## src/design/sws_pkg.sv

```systemverilog
// ----------------------------------------------------------------------------
// sws_pkg
// Shared types and constants of the signed word sorter: controller states and
// the command and status groups between controller and datapath.
// ----------------------------------------------------------------------------
package sws_pkg;

    localparam int unsigned MAX_WORDS_DEF = 64;
    localparam int unsigned WORD_W        = 32;

    typedef enum logic [1:0] {
        ST_IDLE,
        ST_SEEK,
        ST_CMP,
        ST_OUT
    } t_state;

    // controller to datapath
    typedef struct packed {
        logic cap;       // take the request word, restart read pointer
        logic seek_rd;   // read the entry below the insertion slot
        logic shift;     // move the read entry up one slot
        logic ins_word;  // write the held word into its slot, count it
        logic out_rd;    // read the next sorted entry for output
        logic out_done;  // set emptied, clear the count
    } t_cmd;

    // datapath to controller
    typedef struct packed {
        logic in_last;   // last flag of the request on the port
        logic full;      // store holds the maximum number of words
        logic held_last; // held word closes the set
        logic j_zero;    // insertion slot at the bottom
        logic greater;   // entry read is above the held word
        logic k_end;     // output pointer at the final word
    } t_stat;

endpackage

```

## src/design/sws_ctrl.sv

```systemverilog
// ----------------------------------------------------------------------------
// sws_ctrl
// Controller of the signed word sorter: sequences insertion of each word into
// the sorted store and the read-out of a finished set.
// ----------------------------------------------------------------------------
module sws_ctrl (
    input  logic           i_clk,
    input  logic           i_rst_n,
    input  logic           start,
    input  sws_pkg::t_stat i_stat,
    output sws_pkg::t_cmd  o_cmd,
    output logic           busy
);

    sws_pkg::t_state r_state;
    sws_pkg::t_state n_state;

    always_ff @(posedge i_clk) begin
        if (!i_rst_n) begin
            r_state <= sws_pkg::ST_IDLE;
        end else begin
            r_state <= n_state;
        end
    end

    always_comb begin
        n_state = r_state;
        unique case (r_state)
            sws_pkg::ST_IDLE: begin
                if (start) begin
                    if (!i_stat.full) begin
                        n_state = sws_pkg::ST_SEEK;
                    end else if (i_stat.in_last) begin
                        // dropped word still closes the set
                        n_state = sws_pkg::ST_OUT;
                    end
                end
            end
            sws_pkg::ST_SEEK: begin
                if (i_stat.j_zero) begin
                    n_state = i_stat.held_last ? sws_pkg::ST_OUT : sws_pkg::ST_IDLE;
                end else begin
                    n_state = sws_pkg::ST_CMP;
                end
            end
            sws_pkg::ST_CMP: begin
                if (i_stat.greater) begin
                    n_state = sws_pkg::ST_SEEK;
                end else begin
                    n_state = i_stat.held_last ? sws_pkg::ST_OUT : sws_pkg::ST_IDLE;
                end
            end
            sws_pkg::ST_OUT: begin
                if (i_stat.k_end) begin
                    n_state = sws_pkg::ST_IDLE;
                end
            end
            default: n_state = sws_pkg::ST_IDLE;
        endcase
    end

    always_comb begin
        o_cmd = '0;
        busy  = 1'b1;
        unique case (r_state)
            sws_pkg::ST_IDLE: begin
                busy      = 1'b0;
                o_cmd.cap = start;
            end
            sws_pkg::ST_SEEK: begin
                if (i_stat.j_zero) begin
                    o_cmd.ins_word = 1'b1;
                end else begin
                    o_cmd.seek_rd = 1'b1;
                end
            end
            sws_pkg::ST_CMP: begin
                if (i_stat.greater) begin
                    o_cmd.shift = 1'b1;
                end else begin
                    o_cmd.ins_word = 1'b1;
                end
            end
            sws_pkg::ST_OUT: begin
                o_cmd.out_rd   = 1'b1;
                o_cmd.out_done = i_stat.k_end;
            end
            default: begin
                busy = 1'b1;
            end
        endcase
    end

endmodule

```

## src/design/sws_dp.sv

```systemverilog
// ----------------------------------------------------------------------------
// sws_dp
// Datapath of the signed word sorter: word store kept in ascending order,
// insertion slot pointer, word count, output pointer and result registers.
// ----------------------------------------------------------------------------
module sws_dp #(
    parameter int unsigned MAX_WORDS = sws_pkg::MAX_WORDS_DEF
) (
    input  logic                              i_clk,
    input  logic                              i_rst_n,
    input  logic signed [sws_pkg::WORD_W-1:0] i_value,
    input  logic                              i_last,
    input  sws_pkg::t_cmd                     i_cmd,
    output sws_pkg::t_stat                    o_stat,
    output logic                              o_valid,
    output logic signed [sws_pkg::WORD_W-1:0] o_value_res,
    output logic                              o_last_res
);

    localparam int unsigned AW = $clog2(MAX_WORDS);
    localparam int unsigned CW = $clog2(MAX_WORDS + 1);

    logic signed [sws_pkg::WORD_W-1:0] r_mem [MAX_WORDS];

    logic signed [sws_pkg::WORD_W-1:0] r_word;
    logic                              r_last;
    logic signed [sws_pkg::WORD_W-1:0] r_rd;
    logic [AW-1:0]                     r_j;
    logic [AW-1:0]                     r_k;
    logic [CW-1:0]                     r_count;
    logic                              r_strobe;
    logic                              r_out_last;

    logic [AW-1:0]                     rd_addr;
    logic                              rd_en;
    logic                              wr_en;
    logic signed [sws_pkg::WORD_W-1:0] wr_data;

    assign rd_addr = i_cmd.seek_rd ? (r_j - AW'(1)) : r_k;
    assign rd_en   = i_cmd.seek_rd | i_cmd.out_rd;
    assign wr_en   = i_cmd.shift | i_cmd.ins_word;
    assign wr_data = i_cmd.shift ? r_rd : r_word;

    always_ff @(posedge i_clk) begin
        if (wr_en) begin
            r_mem[r_j] <= wr_data;
        end
        if (rd_en) begin
            r_rd <= r_mem[rd_addr];
        end
    end

    always_ff @(posedge i_clk) begin
        if (i_cmd.cap) begin
            r_word <= i_value;
            r_last <= i_last;
        end
    end

    always_ff @(posedge i_clk) begin
        if (!i_rst_n) begin
            r_j        <= '0;
            r_k        <= '0;
            r_count    <= '0;
            r_strobe   <= 1'b0;
            r_out_last <= 1'b0;
        end else begin
            r_strobe   <= i_cmd.out_rd;
            r_out_last <= i_cmd.out_rd & o_stat.k_end;
            if (i_cmd.cap) begin
                // slot just above the held words; unused when full
                r_j <= r_count[AW-1:0];
                r_k <= '0;
            end else if (i_cmd.shift) begin
                r_j <= r_j - AW'(1);
            end
            if (i_cmd.out_rd) begin
                r_k <= r_k + AW'(1);
            end
            if (i_cmd.out_done) begin
                r_count <= '0;
            end else if (i_cmd.ins_word) begin
                r_count <= r_count + CW'(1);
            end
        end
    end

    always_comb begin
        o_stat           = '0;
        o_stat.in_last   = i_last;
        o_stat.full      = (r_count == CW'(MAX_WORDS));
        o_stat.held_last = r_last;
        o_stat.j_zero    = (r_j == '0);
        o_stat.greater   = (r_rd > r_word);
        o_stat.k_end     = ((CW'(r_k) + CW'(1)) == r_count);
    end

    assign o_valid     = r_strobe;
    assign o_value_res = r_rd;
    assign o_last_res  = r_out_last;

endmodule

```

## src/design/signed_word_sorter.sv

```systemverilog
// ----------------------------------------------------------------------------
// signed_word_sorter
// Collects a set of signed 32-bit words and returns it in ascending order.
// ----------------------------------------------------------------------------
// Usage:
//   A request (value, last) is taken on a rising edge with start high and
//   busy low. Each word is insertion-sorted into the store: busy stays high
//   while the single-port walk down the store reads each held word in turn,
//   compares it with the new word and moves it up one slot if it is above;
//   the walk ends at the first held word not above the new one, or at the
//   bottom slot, and the new word is written into the slot so freed.
//   A request with last high closes the set: once its word is placed, the n
//   held words come out one per cycle on o_value_res, each marked by a
//   one-cycle o_valid strobe, the largest with o_last_res high. Each result
//   is read in the output state and registered; busy falls in the cycle
//   that carries the final result. The receiver cannot hold results off.
//   Words beyond MAX_WORDS in one set are dropped without a busy cycle; a
//   dropped word with last high still closes the set.
//   Synchronous reset empties the set and returns to idle; store contents
//   are not cleared and are never read before being written.
// ----------------------------------------------------------------------------
module signed_word_sorter #(
    parameter int unsigned MAX_WORDS = sws_pkg::MAX_WORDS_DEF
) (
    input  logic                              i_clk,
    input  logic                              i_rst_n,
    input  logic                              start,
    input  logic signed [sws_pkg::WORD_W-1:0] i_value,
    input  logic                              i_last,
    output logic                              busy,
    output logic                              o_valid,
    output logic signed [sws_pkg::WORD_W-1:0] o_value_res,
    output logic                              o_last_res
);

    sws_pkg::t_cmd  cmd;
    sws_pkg::t_stat stat;

    sws_ctrl u_ctrl (
        .i_clk   (i_clk),
        .i_rst_n (i_rst_n),
        .start   (start),
        .i_stat  (stat),
        .o_cmd   (cmd),
        .busy    (busy)
    );

    sws_dp #(
        .MAX_WORDS (MAX_WORDS)
    ) u_dp (
        .i_clk       (i_clk),
        .i_rst_n     (i_rst_n),
        .i_value     (i_value),
        .i_last      (i_last),
        .i_cmd       (cmd),
        .o_stat      (stat),
        .o_valid     (o_valid),
        .o_value_res (o_value_res),
        .o_last_res  (o_last_res)
    );

    // every result comes from an output read issued the cycle before
    a_valid_after_read: assert property (@(posedge i_clk) disable iff (!i_rst_n)
        o_valid |-> $past(cmd.out_rd))
        else $error("result strobe without output read");

    // the final flag only rides on a result
    a_last_with_valid: assert property (@(posedge i_clk) disable iff (!i_rst_n)
        o_last_res |-> o_valid)
        else $error("last flag without result strobe");

    // shifting and placing the held word never use the write port in the same cycle
    a_one_write: assert property (@(posedge i_clk) disable iff (!i_rst_n)
        !(cmd.shift && cmd.ins_word))
        else $error("two store writes in one cycle");

    // after the set is drained the block is ready for a new request
    a_idle_after_drain: assert property (@(posedge i_clk) disable iff (!i_rst_n)
        cmd.out_done |=> (!busy && o_last_res))
        else $error("not idle after final result");

endmodule

```

## config.mk

```make
export PLATFORM = sky130hd
export DESIGN_NAME = signed_word_sorter
export DESIGN_NICKNAME = d
export VERILOG_FILES = /design/src/design/sws_pkg.sv /design/src/design/sws_ctrl.sv /design/src/design/sws_dp.sv /design/src/design/signed_word_sorter.sv
export SDC_FILE = /design/constraint.sdc
export NUM_CORES = 2
export LEC_CHECK = 0
export BUFFER_PORTS_ARGS = -buffer_cell sky130_fd_sc_hd__buf_2
export CORE_ASPECT_RATIO = 0.6
export CORE_MARGIN = 2
export CORE_UTILIZATION = 57
export CTS_CLUSTER_DIAMETER = 100
export DETAILED_ROUTE_END_ITERATION = 10
export HOLD_SLACK_MARGIN = 0.03
export MAX_ROUTING_LAYER = met4
export PLACE_DENSITY_LB_ADDON = 0.15
export SYNTH_ARGS = -nofsm -noshare
export SYNTH_HDL_FRONTEND = slang
export SYNTH_HIERARCHICAL = 1
export SYNTH_SLANG_ARGS = --single-unit
```

## constraint.sdc

```tcl
create_clock -name i_clk -period 16.21 [get_ports i_clk]
set_input_delay 2.4315 -clock i_clk [delete_from_list [all_inputs] [get_ports i_clk]]
set_output_delay 2.4315 -clock i_clk [all_outputs]
set_load 0.02 [all_outputs]
```

## Word-level counts from Yosys, hierarchy flattened

Memory sizes are Yosys's and may differ from the RTL's. A register that Yosys moved wholly into a read port is not among the register bits.
Index checks and enable logic that the tools add are counted.
W data, S select, Z words.

- Register bits after elaboration: 56
- Bits in latches: 0
- Bits in writable memories: 2048
- Memory bits (read-only): 0
- Input bits: 36
- Output and inout bits: 35
- Logic and storage cells: 58
- Memories: 1

- Add/sub/neg operators: 4
- Multipliers: 0
- Divide/modulo/power cells: 0
- Magnitude comparators: 1
- Eq/ne operators: 8
- Shift operators: 0
- Muxes and demuxes: 26
- Bitwise gates (word level): 4
- Reductions and logical operators: 6

Memories:

| memory | words | bits a word | rd ports | clocked after memory_dff | wr ports | RTL line | source |
|---|---|---|---|---|---|---|---|
| u_dp.r_mem | 64 | 32 | 1 | 1 | 1 | sws_dp.sv:23 | `logic signed [sws_pkg::WORD_W-1:0] r_mem [MAX_WORDS];` |

Operators with widths:

| operator | number |
|---|---|
| $gt A32 B32 Y1 | 1 |
| $mux W32 | 1 |
| $mux W6 | 5 |
| $mux W2 | 8 |
| $mux W1 | 10 |
| $pmux W2 S4 | 1 |
| $add A6 B1 Y7 const B | 1 |
| $add A7 B1 Y7 const B | 1 |
| $eq A7 B7 Y1 | 1 |
| $eq A7 B7 Y1 const B | 1 |
| $add A6 B1 Y6 const B | 1 |
| $logic_not A6 Y1 | 1 |
| $sub A6 B1 Y6 const B | 1 |
| $eq A2 B2 Y1 const B | 2 |
| $reduce_bool A2 Y1 | 2 |
| $ne A3 B3 Y1 const B | 1 |
| $reduce_and A3 Y1 | 1 |
| $eq A2 B1 Y1 const B | 1 |
| $logic_not A2 Y1 | 1 |
| $ne A2 B1 Y1 const B | 1 |
| $ne A2 B2 Y1 const B | 1 |
| $or A1 B1 Y1 | 2 |
| $pmux W1 S2 | 1 |
| $reduce_or A2 Y1 | 1 |
| 2 further kinds | 2 |

## Longest topological paths before layout

- Depth in word-level cells: 6
- Mapped depth: 24
- Gate-level depth less buffers: 17

## Cells and area by module

The synthesis kept the hierarchy.

Modules (own cells, without submodules):

| module | times used | cells an instance | area each (sq um) | seq. area each (sq um) |
|---|---|---|---|---|
| sws_dp | 1 | 7176 | 91599.1 | 63871.3 |
| sws_ctrl | 1 | 32 | 280.3 | 40.0 |

## Worst setup path before layout

Ideal clock, no wire load.

- Path kind: register -> register
- From: reg u_dp.r_rd, in the netlist u_dp/o_value_res[13] (read register of u_dp.r_mem)
- To: mem u_dp/r_mem[48][0] in the netlist's numbering, enable pin
- Setup time: 0.503 ns
- Arrival time: 6.030 ns
- Data required time: 15.707 ns
- Setup slack: 9.678 ns
- Cell stages (with the launch flop): 16
- Buffers on the path: 1
- Period minus slack after synthesis: 6.532 ns
- Cell sequence: edfxtp_1 > ha_1 > a21o_1 > a21oi_1 > nor2b_1 > o31a_1 > o21ai_0 > o211ai_1 > nor3_1 > a211oi_1 > nor2b_1 > o21a_1 > or2_2 > clkbuf_1 > nand4b_1 > nor4_1

RTL lines:

| item | RTL line | source |
|---|---|---|
| from (decl) | sws_dp.sv:27 | `logic signed [sws_pkg::WORD_W-1:0] r_rd;` |
| to (decl) | sws_dp.sv:23 |  |

==> impl_metrics.json <==
{
  "status": "finished with violations",
  "violations": "capacitance limit, slew limit",
  "place_inst": 9038,
  "yosysWarnings": 6,
  "grt_pass1_wl_mm": 473,
  "clock_latency_ps": 870,
  "cts-resized-gates": 0,
  "die_area_um2": 165000,
  "power_density_nw_per_um2": 160,
  "drt_first_pass_iters": 9,
  "rows": 114,
  "routed_wl_mm": 340,
  "startpoint_type": "register",
  "cts_tree": "done",
  "drtAntennaViolNets": 0,
  "cts_buffer_depth": 4,
  "ir_drop_mv": 0.132,
  "vias": 69800,
  "wl_per_cell_um": 36.1,
  "h-tree-depth": 4,
  "arrival_ps": 8050,
  "cts_sinks": 2136,
  "switching_power_mw": 5.90,
  "dp_hpwl_mm": 182,
  "crit_required_ps": 16690,
  "synth_area_leader_cell": "edfxtp_1",
  "drc": 0,
  "async_flop_share_pct": 0,
  "fin_worst_skew_ps": 50.8,
  "p_clk_share_pct": 28.5,
  "numCtsBuffers": 196,
  "start_util_pct": 57.2,
  "critPathKind": "register to register",
  "syn2layout_area_growth_pct": 10.5,
  "fp.dieW_um": 522,
  "synthesis.area_um2": 91900,
  "via_per_inst": 7.41,
  "initialDrtViolationCount": 14200,
  "relSlewSlack_pct": -5.09,
  "cts_hold_buf": 0,
  "grt_pass1_vias": 62800,
  "root_buffer": "clkbuf_16",
  "netlist_top_cells_area": "edfxtp_1, o21ai_0, a211oi_1, nand2_1, a21oi_1",
  "fin_cells": 9424,
  "grt_usage_pct": 41.7,
  "p_seq_share_pct": 41.9,
  "power.leakage_nw": 31.8,
  "ys_ff_latch": 2136,
  "yosysUniqueCellTypes": 90,
  "sw_frac_of_total_pct": 36.4,
  "grt_max_degree": 163,
  "portBuffers": 70,
  "setup_viol": 0,
  "drive_above_1_share_pct": 10.7,
  "fin_tns_setup_ps": 0,
  "min_path_type": "register to register",
  "gp_congestion": 0.925,
  "cp_max_fo": 123,
  "nNetsFinal": 7173,
  "end_kind": "register",
  "grt_antenna_before_repair": 21,
  "combPwrFrac_pct": 29.6,
  "final_common_cell": "edfxtp_1",
  "ys_seq_area_share_pct": 69.6,
  "worst_pin_slew_ps": 1560,
  "cts_setup_buffers": 0,
  "synth.avg_cell_area_um2": 12.7,
  "clkTransAtPathRegs_ps": 60,
  "ios": 71,
  "final_cell_mix": "edfxtp_1, o21ai_0, nand2_1",
  "overflow": 0,
  "netlist_instances": 7208,
  "die_h_um": 315,
  "internal_power_mw": 10.3,
  "cap_viol_max_count": 2,
  "min_period_ps": 7570,
  "hold_violations": 0,
  "maxSlewViolCount": 3,
  "synth_edf_count": 2113,
  "rsz0062_at_grt": "no",
  "max_freq_mhz": 132,
  "p_total_mw": 16.2,
  "synth_nets": 7287,
  "yosysTopAreaCellShare_pct": 69.1,
  "core_um2": 161000,
  "ys.flop_type": "edfxtp_1",
  "fin_crit_sh_pct": 46.7
}
==> cells by family (layout without fill, tap and decap cells) <==
logic type,count (synthesis),in the layout,synth area share (%)
mux,9,9,0.102
fa+ha+maj,43,43,0.586
xor+xnor,17,17,0.162
other cells,0,39,0
buf+inv,686,717,3.18
simple gates,1515,1515,7.14
flops,2136,2136,69.6
compound gates,2802,2802,19.3
==> final timing paths <==
check	start	end	slack, ps	cells after the start
worst max-delay path	u_dp/r_j[3]	u_dp/o_value_res[24]	8640	15
worst min-delay path	u_dp/r_count[6]	u_dp/r_count[6]	530	2
worst max register to register	u_dp/r_j[3]	u_dp/o_value_res[24]	8640	15
worst min register to register	u_dp/r_count[6]	u_dp/r_count[6]	530	2
==> power groups by stage <==
| stage | logic [mW] | registers, mW | clock network [mW] |
|---|---|---|---|
| 2_1_floorplan | 2.55 | 6.91 | 0 |
| 3_3_place_gp | 4.41 | 6.89 | 0 |
| 3_5_place_dp | 4.47 | 6.90 | 0 |
| 4_1_cts | 4.49 | 6.78 | 4.60 |
| 5_1_grt | 4.92 | 6.79 | 4.81 |
| 6_report | 4.80 | 6.79 | 4.61 |
==> final cells by class <==
class	count	area [µm²]
clock inverter	103	956
antenna	39	97.6
fill	12000	59100
tap	2146	2690
inverter	67	274
sequential	2136	63900
timing repair buffer	307	2290
clock buffer	240	5140
multi-input combinational	4386	26100
==> stage by stage <==
step	area, µm²	hold WS, ps	utilization (%)	worst slack [ps]
finish	102000	531	63.2	8640
global route	101000	565	63.2	8610
CTS	101000	526	63.1	9090
detailed placement	95200	516	59.3	9190
global placement	95200	494	59.3	8790
floorplan	91900	472	-	9680
==> routing by layer <==
layer	track usage (%)	vias to the layer above	wire length, µm
li1	-	28100	-
met1	58.4	34000	125000
met2	53.6	6777	134000
met3	18.3	967	66200
met4	14.9	0	14100
met5	-	-	0
==> registers in the layout, indices dropped and copies added (netlist names) <==
register / flops
u_dp/r_count: 7
u_dp/r_j: 6
u_dp/o_last_res: 1
u_dp/o_valid: 1
u_ctrl/r_state: 2
u_dp/o_value_res: 32
u_dp/r_word: 32
u_dp/r_last: 1
u_dp/r_mem: 2048
u_dp/r_k: 6
==> critical path, cell delays in order (launching register included) <==
cell and delay, ps:
dfxtp_1 460, or3_1 690, nor3b_1 410, and2b_4 460
buf_4 470, inv_8 710, buf_4 700, buf_4 850
a211oi_1 150, a2bb2oi_1 190, a311oi_1 280, a311oi_1 90
nor3_1 300, o32ai_1 200, buf_4 220, a31oi_2 880
==> synth_stat cells, drive strengths merged, types with 10 or more instances <==
master,number
edfxtp,2113
o21ai,839
nand2,802
a21oi,570
a211oi,431
buf,376
nor2,297
a31oi,245
clkbuf,243
nand3,127
o22ai,97
nor3,73
o211ai,73
inv,66
a311oi,64
nand2b,58
o2111ai,51
ha,43
a21o,42
a22oi,42
a31o,40
o21a,39
a221oi,37
nand4,35
a221o,28
and2,28
a2bb2oi,25
o221ai,25
o41ai,25
dfxtp,23
or3,23
o31ai,21
a32oi,18
and3,18
nor4,17
o21bai,12
a311o,11
o32ai,11
or4,10
Note: power is estimated with default switching activity, not from simulation.
